### src/pidt_pkg.sv
`timescale 1ns / 1ps
`default_nettype none
package pidt_pkg;

    localparam int DATA_W  = 32;
    localparam int ACC_W   = 48;
    localparam int MUL_A_W = 53;
    localparam int MUL_B_W = 32;
    localparam int PROD_W  = MUL_A_W + MUL_B_W;
    localparam int DIV_N_W = 64;
    localparam int TERM_W  = 61;

    localparam logic [1:0] ST_COMPUTED = 2'd0;
    localparam logic [1:0] ST_FIRST    = 2'd1;
    localparam logic [1:0] ST_ZERO    = 2'd2;

    localparam logic [2:0] REG_GAIN_P     = 3'd0;
    localparam logic [2:0] REG_GAIN_I     = 3'd1;
    localparam logic [2:0] REG_GAIN_D     = 3'd2;
    localparam logic [2:0] REG_LIMIT_LOW  = 3'd3;
    localparam logic [2:0] REG_LIMIT_HIGH = 3'd4;

    typedef logic [TERM_W-1:0] t_term;

endpackage
`default_nettype wire

### src/pidt_mul.sv
`timescale 1ns / 1ps
`default_nettype none
module pidt_mul #(
    parameter int A_W = pidt_pkg::MUL_A_W,
    parameter int B_W = pidt_pkg::MUL_B_W
) (
    input  wire logic               i_clk,
    input  wire logic               i_rst_n,
    input  wire logic               i_start,
    input  wire logic [A_W-1:0]     i_a,
    input  wire logic [B_W-1:0]     i_b,
    output logic                    o_done,
    output logic [A_W+B_W-1:0]      o_prod
);
    localparam int C_W = $clog2(B_W + 1);

    logic             r_busy;
    logic             r_done;
    logic [C_W-1:0]   r_cnt;
    logic [A_W-1:0]   r_a;
    logic [B_W-1:0]   r_b;
    logic [A_W+B_W-1:0] r_p;
    logic [A_W+B_W-1:0] addend;

    // one multiplier bit per cycle, most significant first
    assign addend = r_b[B_W-1] ? {{B_W{1'b0}}, r_a} : '0;

    always_ff @(posedge i_clk) begin
        if (!i_rst_n) begin
            r_busy <= 1'b0;
            r_done <= 1'b0;
            r_cnt  <= '0;
        end else begin
            r_done <= 1'b0;
            if (i_start) begin
                r_busy <= 1'b1;
                r_cnt  <= C_W'(B_W);
            end else if (r_busy) begin
                r_cnt <= r_cnt - C_W'(1);
                if (r_cnt == C_W'(1)) begin
                    r_busy <= 1'b0;
                    r_done <= 1'b1;
                end
            end
        end
    end

    always_ff @(posedge i_clk) begin
        if (i_start) begin
            r_a <= i_a;
            r_b <= i_b;
            r_p <= '0;
        end else if (r_busy) begin
            r_p <= {r_p[A_W+B_W-2:0], 1'b0} + addend;
            r_b <= {r_b[B_W-2:0], 1'b0};
        end
    end

    assign o_done = r_done;
    assign o_prod = r_p;

endmodule
`default_nettype wire

### src/pidt_div.sv
`timescale 1ns / 1ps
`default_nettype none
module pidt_div #(
    parameter int N_W = pidt_pkg::DIV_N_W,
    parameter int D_W = pidt_pkg::DATA_W
) (
    input  wire logic           i_clk,
    input  wire logic           i_rst_n,
    input  wire logic           i_start,
    input  wire logic [N_W-1:0] i_num,
    input  wire logic [D_W-1:0] i_den,
    output logic                o_done,
    output logic [N_W-1:0]      o_quot
);
    localparam int C_W = $clog2(N_W + 1);

    logic           r_busy;
    logic           r_done;
    logic [C_W-1:0] r_cnt;
    logic [N_W-1:0] r_q;
    logic [D_W-1:0] r_rem;
    logic [D_W-1:0] r_den;
    logic [D_W:0]   trial;
    logic [D_W:0]   diff;
    logic           ge;

    // restoring division, one quotient bit per cycle
    assign trial = {r_rem, r_q[N_W-1]};
    assign ge    = trial >= {1'b0, r_den};
    assign diff  = trial - {1'b0, r_den};

    always_ff @(posedge i_clk) begin
        if (!i_rst_n) begin
            r_busy <= 1'b0;
            r_done <= 1'b0;
            r_cnt  <= '0;
        end else begin
            r_done <= 1'b0;
            if (i_start) begin
                r_busy <= 1'b1;
                r_cnt  <= C_W'(N_W);
            end else if (r_busy) begin
                r_cnt <= r_cnt - C_W'(1);
                if (r_cnt == C_W'(1)) begin
                    r_busy <= 1'b0;
                    r_done <= 1'b1;
                end
            end
        end
    end

    always_ff @(posedge i_clk) begin
        if (i_start) begin
            r_q   <= i_num;
            r_rem <= '0;
            r_den <= i_den;
        end else if (r_busy) begin
            r_rem <= ge ? diff[D_W-1:0] : trial[D_W-1:0];
            r_q   <= {r_q[N_W-2:0], ge};
        end
    end

    assign o_done = r_done;
    assign o_quot = r_q;

endmodule
`default_nettype wire

### src/pid_timestamped_antiwindup_core.sv
`timescale 1ns / 1ps
`default_nettype none
// PID controller with time-stamped samples and integral clamp.
// Input channel: i_in_valid / o_in_stall carries target, measured, time_ms and
// restart; one transaction per sample. Output channel: o_out_valid / i_out_stall
// carries drive and status; exactly one result transaction per sample.
// Configuration: write i_cfg_data to register i_cfg_index (gain_p, gain_i,
// gain_d, limit_low, limit_high) with i_cfg_we, only while the block is idle.
// Sequence, with the output register free: a first sample or a zero interval
// moves the sequencer to S_EMIT, which loads the output register. A computed
// sample runs S_IMUL, S_IDIV, then S_LDIV and S_HDIV when gain_i is nonzero (two
// extra divisions for the integral bounds), then S_DMUL, S_DDIV, S_PMUL, S_AMUL,
// S_GMUL and S_EMIT; the next sample is taken once the sequencer is back in
// S_IDLE. The steps use the shared bit-serial multiplier and the bit-serial
// divider, which the sequencer runs in turn.
// One sample is processed at a time; o_in_stall is high while it is at work.
// A finished result sits in the output register while the next sample is
// accepted; if the receiver stalls, the result holds and the next result waits
// in the sequencer until the output register frees up.
// Reset (synchronous, active low) clears the integral, previous error and
// stored time, and loads the register defaults (gains zero, full limits).
module pid_timestamped_antiwindup_core #(
    parameter int unsigned TICKS_PER_SECOND = 1000
) (
    input  wire logic        i_clk,
    input  wire logic        i_rst_n,
    input  wire logic        i_in_valid,
    output logic             o_in_stall,
    input  wire logic [31:0] i_target,
    input  wire logic [31:0] i_measured,
    input  wire logic [31:0] i_time_ms,
    input  wire logic        i_restart,
    output logic             o_out_valid,
    input  wire logic        i_out_stall,
    output logic [31:0]      o_drive,
    output logic [1:0]       o_status,
    input  wire logic        i_cfg_we,
    input  wire logic [2:0]  i_cfg_index,
    input  wire logic [31:0] i_cfg_data
);
    localparam int A_W  = pidt_pkg::MUL_A_W;
    localparam int B_W  = pidt_pkg::MUL_B_W;
    localparam int P_W  = pidt_pkg::PROD_W;
    localparam int N_W  = pidt_pkg::DIV_N_W;
    localparam int AC_W = pidt_pkg::ACC_W;
    localparam int T_W  = pidt_pkg::TERM_W;

    localparam logic [3:0] S_IDLE = 4'd0;
    localparam logic [3:0] S_IMUL = 4'd1;
    localparam logic [3:0] S_IDIV = 4'd2;
    localparam logic [3:0] S_LDIV = 4'd3;
    localparam logic [3:0] S_HDIV = 4'd4;
    localparam logic [3:0] S_DMUL = 4'd5;
    localparam logic [3:0] S_DDIV = 4'd6;
    localparam logic [3:0] S_PMUL = 4'd7;
    localparam logic [3:0] S_AMUL = 4'd8;
    localparam logic [3:0] S_GMUL = 4'd9;
    localparam logic [3:0] S_EMIT = 4'd10;

    localparam logic [63:0] INC_CAP  = 64'h0001_0000_0000_0000;
    localparam logic signed [49:0] ACC_MAX = 50'sh0_7FFF_FFFF_FFFF;
    localparam logic signed [49:0] ACC_MIN = -50'sh0_8000_0000_0000;
    localparam logic [T_W-1:0] TERM_CAP = T_W'(1) << 60;

    // configuration registers
    logic [31:0] r_gain_p, r_gain_i, r_gain_d, r_limit_low, r_limit_high;

    // control
    logic [3:0]  r_state, n_state;
    logic        r_mul_start, n_mul_start;
    logic        r_div_start, n_div_start;
    logic        r_out_valid, n_out_valid;

    // state of the controller
    logic [AC_W-1:0] r_acc, n_acc;
    logic [31:0]     r_prev_err, n_prev_err;
    logic [31:0]     r_prev_time, n_prev_time;

    // working payload
    logic [A_W-1:0]  r_opa, n_opa;
    logic [B_W-1:0]  r_opb, n_opb;
    logic [N_W-1:0]  r_num, n_num;
    logic [31:0]     r_den, n_den;
    logic [31:0]     r_err, n_err;
    logic [31:0]     r_ticks, n_ticks;
    logic [31:0]     r_now, n_now;
    logic [48:0]     r_ilo, n_ilo;
    logic [A_W-1:0]  r_dmag, n_dmag;
    logic            r_dneg, n_dneg;
    logic [63:0]     r_sum, n_sum;
    logic [31:0]     r_res_drive, n_res_drive;
    logic [1:0]      r_res_status, n_res_status;
    logic [31:0]     r_drive, n_drive;
    logic [1:0]      r_status, n_status;

    // arithmetic units
    logic            mul_done, div_done;
    logic [P_W-1:0]  mul_prod;
    logic [N_W-1:0]  div_quot;

    pidt_mul #(.A_W(A_W), .B_W(B_W)) u_mul (
        .i_clk   (i_clk),
        .i_rst_n (i_rst_n),
        .i_start (r_mul_start),
        .i_a     (r_opa),
        .i_b     (r_opb),
        .o_done  (mul_done),
        .o_prod  (mul_prod)
    );

    pidt_div #(.N_W(N_W), .D_W(32)) u_div (
        .i_clk   (i_clk),
        .i_rst_n (i_rst_n),
        .i_start (r_div_start),
        .i_num   (r_num),
        .i_den   (r_den),
        .o_done  (div_done),
        .o_quot  (div_quot)
    );

    logic in_acc, out_free;
    assign in_acc   = i_in_valid && !o_in_stall;
    assign out_free = !r_out_valid || !i_out_stall;

    // error of the incoming sample, saturated to 32 bits
    logic signed [32:0] raw_err;
    logic [31:0]        in_err, in_err_mag, eff_prev;
    assign raw_err = $signed({i_target[31], i_target}) - $signed({i_measured[31], i_measured});
    always_comb begin
        if (raw_err > 33'sd2147483647) begin
            in_err = 32'h7FFF_FFFF;
        end else if (raw_err < -33'sd2147483648) begin
            in_err = 32'h8000_0000;
        end else begin
            in_err = raw_err[31:0];
        end
    end
    assign in_err_mag = in_err[31] ? (~in_err + 32'd1) : in_err;
    assign eff_prev   = i_restart ? 32'd0 : r_prev_time;

    // magnitudes of held values
    logic [31:0]      err_mag, lo_mag, hi_mag;
    logic [AC_W-1:0]  acc_mag;
    logic signed [32:0] diff;
    logic [32:0]      diff_mag;
    assign err_mag  = r_err[31] ? (~r_err + 32'd1) : r_err;
    assign acc_mag  = r_acc[AC_W-1] ? (~r_acc + AC_W'(1)) : r_acc;
    assign lo_mag   = r_limit_low[31] ? (~r_limit_low + 32'd1) : r_limit_low;
    assign hi_mag   = r_limit_high[31] ? (~r_limit_high + 32'd1) : r_limit_high;
    assign diff     = $signed({r_err[31], r_err}) - $signed({r_prev_err[31], r_prev_err});
    assign diff_mag = diff[32] ? (~diff + 33'd1) : diff;

    // integral increment and saturated accumulate
    logic [48:0]        inc_mag;
    logic signed [49:0] inc_s, acc_sum;
    logic [AC_W-1:0]    acc_sat;
    assign inc_mag = (div_quot > INC_CAP) ? 49'(INC_CAP) : div_quot[48:0];
    assign inc_s   = r_err[31] ? -$signed({1'b0, inc_mag}) : $signed({1'b0, inc_mag});
    assign acc_sum = $signed({{2{r_acc[AC_W-1]}}, r_acc}) + inc_s;
    always_comb begin
        if (acc_sum > ACC_MAX) begin
            acc_sat = ACC_MAX[AC_W-1:0];
        end else if (acc_sum < ACC_MIN) begin
            acc_sat = ACC_MIN[AC_W-1:0];
        end else begin
            acc_sat = acc_sum[AC_W-1:0];
        end
    end

    // integral bounds
    logic [48:0]        q49, ihi;
    logic signed [48:0] acc_ext;
    logic [AC_W-1:0]    acc_clamped;
    assign q49     = div_quot[48:0];
    assign ihi     = r_limit_high[31] ? (~q49 + 49'd1) : q49;
    assign acc_ext = $signed({r_acc[AC_W-1], r_acc});
    always_comb begin
        if (acc_ext < $signed(r_ilo)) begin
            acc_clamped = r_ilo[AC_W-1:0];
        end else if (acc_ext > $signed(ihi)) begin
            acc_clamped = ihi[AC_W-1:0];
        end else begin
            acc_clamped = r_acc;
        end
    end

    // gain term: product >> 16, capped at 2^60, signed by the operand
    logic [P_W-17:0]    prod_sh;
    pidt_pkg::t_term    term_mag;
    logic               term_neg;
    logic signed [63:0] term_s, sum_next;
    logic [31:0]        drive_clamped;
    assign prod_sh  = mul_prod[P_W-1:16];
    assign term_mag = (prod_sh > (P_W-16)'(TERM_CAP)) ? TERM_CAP : prod_sh[T_W-1:0];
    always_comb begin
        unique case (r_state)
            S_PMUL:  term_neg = r_err[31];
            S_AMUL:  term_neg = r_acc[AC_W-1];
            default: term_neg = r_dneg;
        endcase
    end
    assign term_s   = term_neg ? -$signed({3'b0, term_mag}) : $signed({3'b0, term_mag});
    assign sum_next = $signed(r_sum) + term_s;
    always_comb begin
        if (sum_next < $signed({{32{r_limit_low[31]}}, r_limit_low})) begin
            drive_clamped = r_limit_low;
        end else if (sum_next > $signed({{32{r_limit_high[31]}}, r_limit_high})) begin
            drive_clamped = r_limit_high;
        end else begin
            drive_clamped = sum_next[31:0];
        end
    end

    // sequencer
    always_comb begin
        n_state      = r_state;
        n_mul_start  = 1'b0;
        n_div_start  = 1'b0;
        n_out_valid  = r_out_valid;
        n_acc        = r_acc;
        n_prev_err   = r_prev_err;
        n_prev_time  = r_prev_time;
        n_opa        = r_opa;
        n_opb        = r_opb;
        n_num        = r_num;
        n_den        = r_den;
        n_err        = r_err;
        n_ticks      = r_ticks;
        n_now        = r_now;
        n_ilo        = r_ilo;
        n_dmag       = r_dmag;
        n_dneg       = r_dneg;
        n_sum        = r_sum;
        n_res_drive  = r_res_drive;
        n_res_status = r_res_status;
        n_drive      = r_drive;
        n_status     = r_status;

        // drop the output once taken
        if (r_out_valid && !i_out_stall) begin
            n_out_valid = 1'b0;
        end

        unique case (r_state)
            S_IDLE: begin
                if (in_acc) begin
                    if (i_restart) begin
                        n_acc      = '0;
                        n_prev_err = '0;
                    end
                    if (eff_prev == 32'd0) begin
                        // first sample: store the time only
                        n_prev_time  = i_time_ms;
                        n_res_drive  = '0;
                        n_res_status = pidt_pkg::ST_FIRST;
                        n_state      = S_EMIT;
                    end else if (i_time_ms == eff_prev) begin
                        n_res_drive  = '0;
                        n_res_status = pidt_pkg::ST_ZERO;
                        n_state      = S_EMIT;
                    end else begin
                        n_err       = in_err;
                        n_ticks     = i_time_ms - eff_prev;
                        n_now       = i_time_ms;
                        n_opa       = A_W'(in_err_mag);
                        n_opb       = i_time_ms - eff_prev;
                        n_mul_start = 1'b1;
                        n_state     = S_IMUL;
                    end
                end
            end
            S_IMUL: begin
                if (mul_done) begin
                    n_num       = mul_prod[N_W-1:0];
                    n_den       = 32'(TICKS_PER_SECOND);
                    n_div_start = 1'b1;
                    n_state     = S_IDIV;
                end
            end
            S_IDIV: begin
                if (div_done) begin
                    n_acc = acc_sat;
                    if (r_gain_i != 32'd0) begin
                        n_num       = {16'd0, lo_mag, 16'd0};
                        n_den       = r_gain_i;
                        n_div_start = 1'b1;
                        n_state     = S_LDIV;
                    end else begin
                        n_opa       = A_W'(diff_mag);
                        n_opb       = 32'(TICKS_PER_SECOND);
                        n_mul_start = 1'b1;
                        n_state     = S_DMUL;
                    end
                end
            end
            S_LDIV: begin
                if (div_done) begin
                    n_ilo       = r_limit_low[31] ? (~q49 + 49'd1) : q49;
                    n_num       = {16'd0, hi_mag, 16'd0};
                    n_den       = r_gain_i;
                    n_div_start = 1'b1;
                    n_state     = S_HDIV;
                end
            end
            S_HDIV: begin
                if (div_done) begin
                    // when the limits cross, the lower bound wins only below it; all else takes the upper
                    n_acc       = acc_clamped;
                    n_opa       = A_W'(diff_mag);
                    n_opb       = 32'(TICKS_PER_SECOND);
                    n_mul_start = 1'b1;
                    n_state     = S_DMUL;
                end
            end
            S_DMUL: begin
                if (mul_done) begin
                    n_num       = mul_prod[N_W-1:0];
                    n_den       = r_ticks;
                    n_div_start = 1'b1;
                    n_state     = S_DDIV;
                end
            end
            S_DDIV: begin
                if (div_done) begin
                    n_dmag      = div_quot[A_W-1:0];
                    n_dneg      = diff[32];
                    n_sum       = '0;
                    n_opa       = A_W'(err_mag);
                    n_opb       = r_gain_p;
                    n_mul_start = 1'b1;
                    n_state     = S_PMUL;
                end
            end
            S_PMUL: begin
                if (mul_done) begin
                    n_sum       = sum_next;
                    n_opa       = A_W'(acc_mag);
                    n_opb       = r_gain_i;
                    n_mul_start = 1'b1;
                    n_state     = S_AMUL;
                end
            end
            S_AMUL: begin
                if (mul_done) begin
                    n_sum       = sum_next;
                    n_opa       = r_dmag;
                    n_opb       = r_gain_d;
                    n_mul_start = 1'b1;
                    n_state     = S_GMUL;
                end
            end
            S_GMUL: begin
                if (mul_done) begin
                    n_res_drive  = drive_clamped;
                    n_res_status = pidt_pkg::ST_COMPUTED;
                    n_prev_err   = r_err;
                    n_prev_time  = r_now;
                    n_state      = S_EMIT;
                end
            end
            S_EMIT: begin
                // hold the result until the output register frees up
                if (out_free) begin
                    n_out_valid = 1'b1;
                    n_drive     = r_res_drive;
                    n_status    = r_res_status;
                    n_state     = S_IDLE;
                end
            end
            default: begin
                n_state = S_IDLE;
            end
        endcase
    end

    always_ff @(posedge i_clk) begin
        if (!i_rst_n) begin
            r_state      <= S_IDLE;
            r_mul_start  <= 1'b0;
            r_div_start  <= 1'b0;
            r_out_valid  <= 1'b0;
            r_acc        <= '0;
            r_prev_err   <= '0;
            r_prev_time  <= '0;
            r_gain_p     <= '0;
            r_gain_i     <= '0;
            r_gain_d     <= '0;
            r_limit_low  <= 32'h8000_0000;
            r_limit_high <= 32'h7FFF_FFFF;
        end else begin
            r_state     <= n_state;
            r_mul_start <= n_mul_start;
            r_div_start <= n_div_start;
            r_out_valid <= n_out_valid;
            r_acc       <= n_acc;
            r_prev_err  <= n_prev_err;
            r_prev_time <= n_prev_time;
            if (i_cfg_we) begin
                unique case (i_cfg_index)
                    pidt_pkg::REG_GAIN_P:     r_gain_p     <= i_cfg_data;
                    pidt_pkg::REG_GAIN_I:     r_gain_i     <= i_cfg_data;
                    pidt_pkg::REG_GAIN_D:     r_gain_d     <= i_cfg_data;
                    pidt_pkg::REG_LIMIT_LOW:  r_limit_low  <= i_cfg_data;
                    pidt_pkg::REG_LIMIT_HIGH: r_limit_high <= i_cfg_data;
                    default: begin
                    end
                endcase
            end
        end
    end

    always_ff @(posedge i_clk) begin
        r_opa        <= n_opa;
        r_opb        <= n_opb;
        r_num        <= n_num;
        r_den        <= n_den;
        r_err        <= n_err;
        r_ticks      <= n_ticks;
        r_now        <= n_now;
        r_ilo        <= n_ilo;
        r_dmag       <= n_dmag;
        r_dneg       <= n_dneg;
        r_sum        <= n_sum;
        r_res_drive  <= n_res_drive;
        r_res_status <= n_res_status;
        r_drive      <= n_drive;
        r_status     <= n_status;
    end

    assign o_in_stall  = (r_state != S_IDLE);
    assign o_out_valid = r_out_valid;
    assign o_drive     = r_drive;
    assign o_status    = r_status;

    // the two serial units never finish together
    a_units_exclusive: assert property (@(posedge i_clk) disable iff (!i_rst_n)
        $onehot0({mul_done, div_done}))
        else $error("multiplier and divider finished in the same cycle");

    // a zero interval leaves the controller state untouched
    a_zero_interval_holds: assert property (@(posedge i_clk) disable iff (!i_rst_n)
        (in_acc && !i_restart && r_prev_time != 32'd0 && i_time_ms == r_prev_time)
        |=> ($stable(r_acc) && $stable(r_prev_time) && $stable(r_prev_err)))
        else $error("zero interval changed controller state");

    // a first sample stores its time at once
    a_first_stores_time: assert property (@(posedge i_clk) disable iff (!i_rst_n)
        (in_acc && (i_restart || r_prev_time == 32'd0))
        |=> (r_prev_time == $past(i_time_ms)))
        else $error("first sample did not store its time");

    // no status code beyond the three defined ones leaves the block
    a_status_code: assert property (@(posedge i_clk) disable iff (!i_rst_n)
        o_out_valid |-> (o_status == pidt_pkg::ST_COMPUTED || o_status == pidt_pkg::ST_FIRST
                         || o_status == pidt_pkg::ST_ZERO))
        else $error("undefined status code on output");

endmodule
`default_nettype wire
### config.mk
export PLATFORM = sky130hd
export DESIGN_NAME = pid_timestamped_antiwindup_core
export DESIGN_NICKNAME = d
export VERILOG_FILES = /design/src/pidt_pkg.sv /design/src/pidt_mul.sv /design/src/pidt_div.sv /design/src/pid_timestamped_antiwindup_core.sv
export SDC_FILE = /design/constraint.sdc
export NUM_CORES = 2
export LEC_CHECK = 0
export ABC_AREA = 1
export BUFFER_PORTS_ARGS = -buffer_cell sky130_fd_sc_hd__buf_2
export CAP_MARGIN = 20
export CORE_UTILIZATION = 53
export CTS_BUF_LIST = sky130_fd_sc_hd__clkbuf_16
export CTS_CLUSTER_DIAMETER = 80
export DETAILED_ROUTE_END_ITERATION = 6
export PLACE_DENSITY = 0.69
export REMOVE_ABC_BUFFERS = 1
export SYNTH_ARGS = -nofsm -noshare
export SYNTH_HDL_FRONTEND = slang
export SYNTH_HIERARCHICAL = 1
export SYNTH_SLANG_ARGS = --single-unit
### constraint.sdc
create_clock -name i_clk -period 20.1 [get_ports i_clk]
set_input_delay 4.02 -clock i_clk [delete_from_list [all_inputs] [get_ports i_clk]]
set_output_delay 4.02 -clock i_clk [all_outputs]
set_load 0.05 [all_outputs]
==> results.yml <==
critical_path:
  cp_max_fo: 77
  path_delay_family: "simple AND/OR/NAND/NOR gates"
  required_ns: 20.64
  crit_top_cell: "nand2_1"
  crit-reg2reg-launch: "u_mul/o_prod[19]"
  cp-startpoint: "u_mul/o_prod[19]"
  cp_slowest_cell: "nor3_1"
  path_class: "reg -> reg"
  slowest_delay_ns: 0.69
  arrival_ns: 10.61
  start_kind: "flip-flop"
  cp-end-kind: "flip-flop"
  critPathBufInv: 6
routing:
  first_pass_iters: 7
  initialDrtViolationCount: 9736
  wire_per_inst_um: 22.9
  vias_per_cell: 5.91
  ant_nets: 0
  drc: 3
  routed_wl_um: 325000
  vias: 83907
outcome:
  status: "complete, but fails checks"
  violations: "design-rule violations"
logic_synthesis:
  synth_common_cells: "nand2_1 (3245), inv_1 (1680), nor2_1 (1293)"
  synth_warnings: 6
  syn_area_um2: 83000
  async_reset_ff_share_pct: 0
  yosysSeqAreaShare_pct: 35.0
  synthFlopType: "edfxtp_1"
  synthDistinctLibCells: 70
  synth_area_leaders: "edfxtp_1 (25%), nand2_1 (15%), dfxtp_1 (10%), ha_1 (8.0%), inv_1 (7.6%)"
  yosysTopAreaCell: "edfxtp_1"
  avgSynthCellArea_um2: 6.92
  syn_inst: 12002
  ys_ff_latch: 1106
  yosysMostFrequentCell: "nand2_1"
  synth_top_area_share_pct: 25.1
  synth_edf_count: 693
clocking:
  worstSkewPairLatency_ns: 0.84
  cts_tree: "done"
  cts_made_buffers: 134
  clock_path_buffers: 3
  cts.htree.levels: 4
  path_clk_slew_ns: 0.06
  cts.sinks: 1106
  clock_tree.root_cell: "clkbuf_16"
  cts_hold_buf: 0
  post_cts_resized: 0
  cts_setup_buffers: 0
timing:
  setup_viol: 0
  tns_ns: 0
  fmax_ghz: 0.0993
  slew_viol_final: 0
  min_period_ns: 10.07
  slew-limit-headroom_pct: 25.0
  post-route-period-util_pct: 50.1
  rsz0062_at_grt: "false"
  finalHoldViolCount: 0
  worst_slew_pin_slew_ns: 1.12
  fin_skew_ns: 0.0700
die:
  die_w_um: 398
  core-area_um2: 155000
  num_rows: 144
  die_h_um: 398
  start_util_pct: 53.6
  die-area_um2: 158000
  ios: 173
grt:
  grt_pass1_wl_um: 482000
  grt_pass1_vias: 78351
  grtUsageTotal_pct: 40.0
  grt_max_degree: 94
  antenna_found_initial: 18
  gr-total-overflow: 0
cells_and_area:
  multi_input_area_um2: 46000
  final_nets: 12707
  drive_gt1_share_pct: 6.17
  synthToLayoutAreaGrowth_pct: 9.05
  fill_cells: 14784
  register_area_um2: 29100
  final_util_pct: 58.5
flow_run:
  maxCapViolCount: 0
power:
  power_per_cell_area_nw_per_um2: 167
  power.leakage_nw: 42.6
  peakVddDrop_v: 0.000203
placed_design:
  place.gp.congestion: 1.07
  hpwl_um: 252000
  io_buffers: 172
min_path:
  min_from: "r_den[16]"
  hold_class: "reg -> reg"
## cells by family after synthesis
group | count (synthesis) | synth area share, %
and+or+nand+nor | 5894 | 29.8
xor gates and xnor gates | 375 | 3.96
DFF | 1106 | 35.0
adders and majority gates | 536 | 8.14
AOI/OAI and AO/OA | 1977 | 13.3
buffers and inverters | 2114 | 9.72
## stage by stage
step	std cells	hold slack (ns)	area, um2	worst slack, ns	power (mW)
4_1_cts	14191	0.399	90500	10.25	14.8
3_5_place_dp	13942	0.405	85900	10.29	12.3
5_1_grt	14191	0.415	90500	9.14	16.0
2_1_floorplan	11618	0.400	81400	4.62	9.29
3_3_place_gp	13939	0.400	85800	9.65	12.1
6_report	14195	0.399	90500	10.03	15.1
## path summary, 6_finish.rpt
| kind | end | slack, ns | cells after the start |
|---|---|---|---|
| hold reg to reg | u_div/r_den[16] | 0.40 | 0 |
| setup / recovery | r_res_drive[0] | 10.03 | 44 |
| setup reg to reg | r_res_drive[0] | 10.03 | 44 |
| hold / removal | u_div/r_den[16] | 0.40 | 0 |
## where the power goes
group          switching, mW  leakage [nW]  internal, mW
sequential             0.607          9.82          3.39
combinational           6.11          30.5          2.45
clock                   1.12          2.30          1.42
## cell type report
class	count	area share, %
timing repair buffer	280	1.89
multi-input combinational	8782	50.8
inverter	1730	7.18
clock inverter	115	1.41
antenna	4	0.0111
sequential	1106	32.1
clock buffer	134	3.70
tap	2044	2.83
## registers in the layout (all words and copies together), names as in the netlist, 48 cells and up
name and flops:
u_mul/o_prod 85, r_ilo 49, r_opa 53, u_div/o_quot 64, r_dmag 53, u_mul/r_a 53, r_sum 64, r_num 64
r_acc 48
## per-layer routing
| layer | share of wire, % | track usage, % | routed length, um |
|---|---|---|---|
| met5 | 0.094 | 0.666 | 306 |
| met1 | 40 | 52.3 | 129000 |
| met4 | 5.2 | 18.1 | 16700 |
| met2 | 43 | 61.7 | 140000 |
| met3 | 12 | 10.6 | 38400 |
## cell usage in the layout, fill, tap and decap left out, types with 36 or more instances in the layout
master,netlist,final
a21oi_1,762,761
a221oi_1,41,41
a31oi_1,88,88
buf_2,44,172
buf_4,3,106
clkbuf_16,0,134
clkinv_1,13,36
dfxtp_1,413,408
edfxtp_1,693,693
ha_1,529,529
inv_1,1680,1700
inv_2,37,42
nand2_1,3245,3242
nand2_2,62,65
nand3_1,705,705
nand3b_1,45,45
nand4_1,174,174
nor2_1,1293,1278
nor2_2,44,48
nor3_1,155,153
nor4_1,64,63
o211ai_1,76,76
o21ai_0,738,738
o21ai_1,38,37
o21bai_1,39,39
xnor2_1,110,110
xor2_1,265,265
Power figures use the tool's default switching activity.
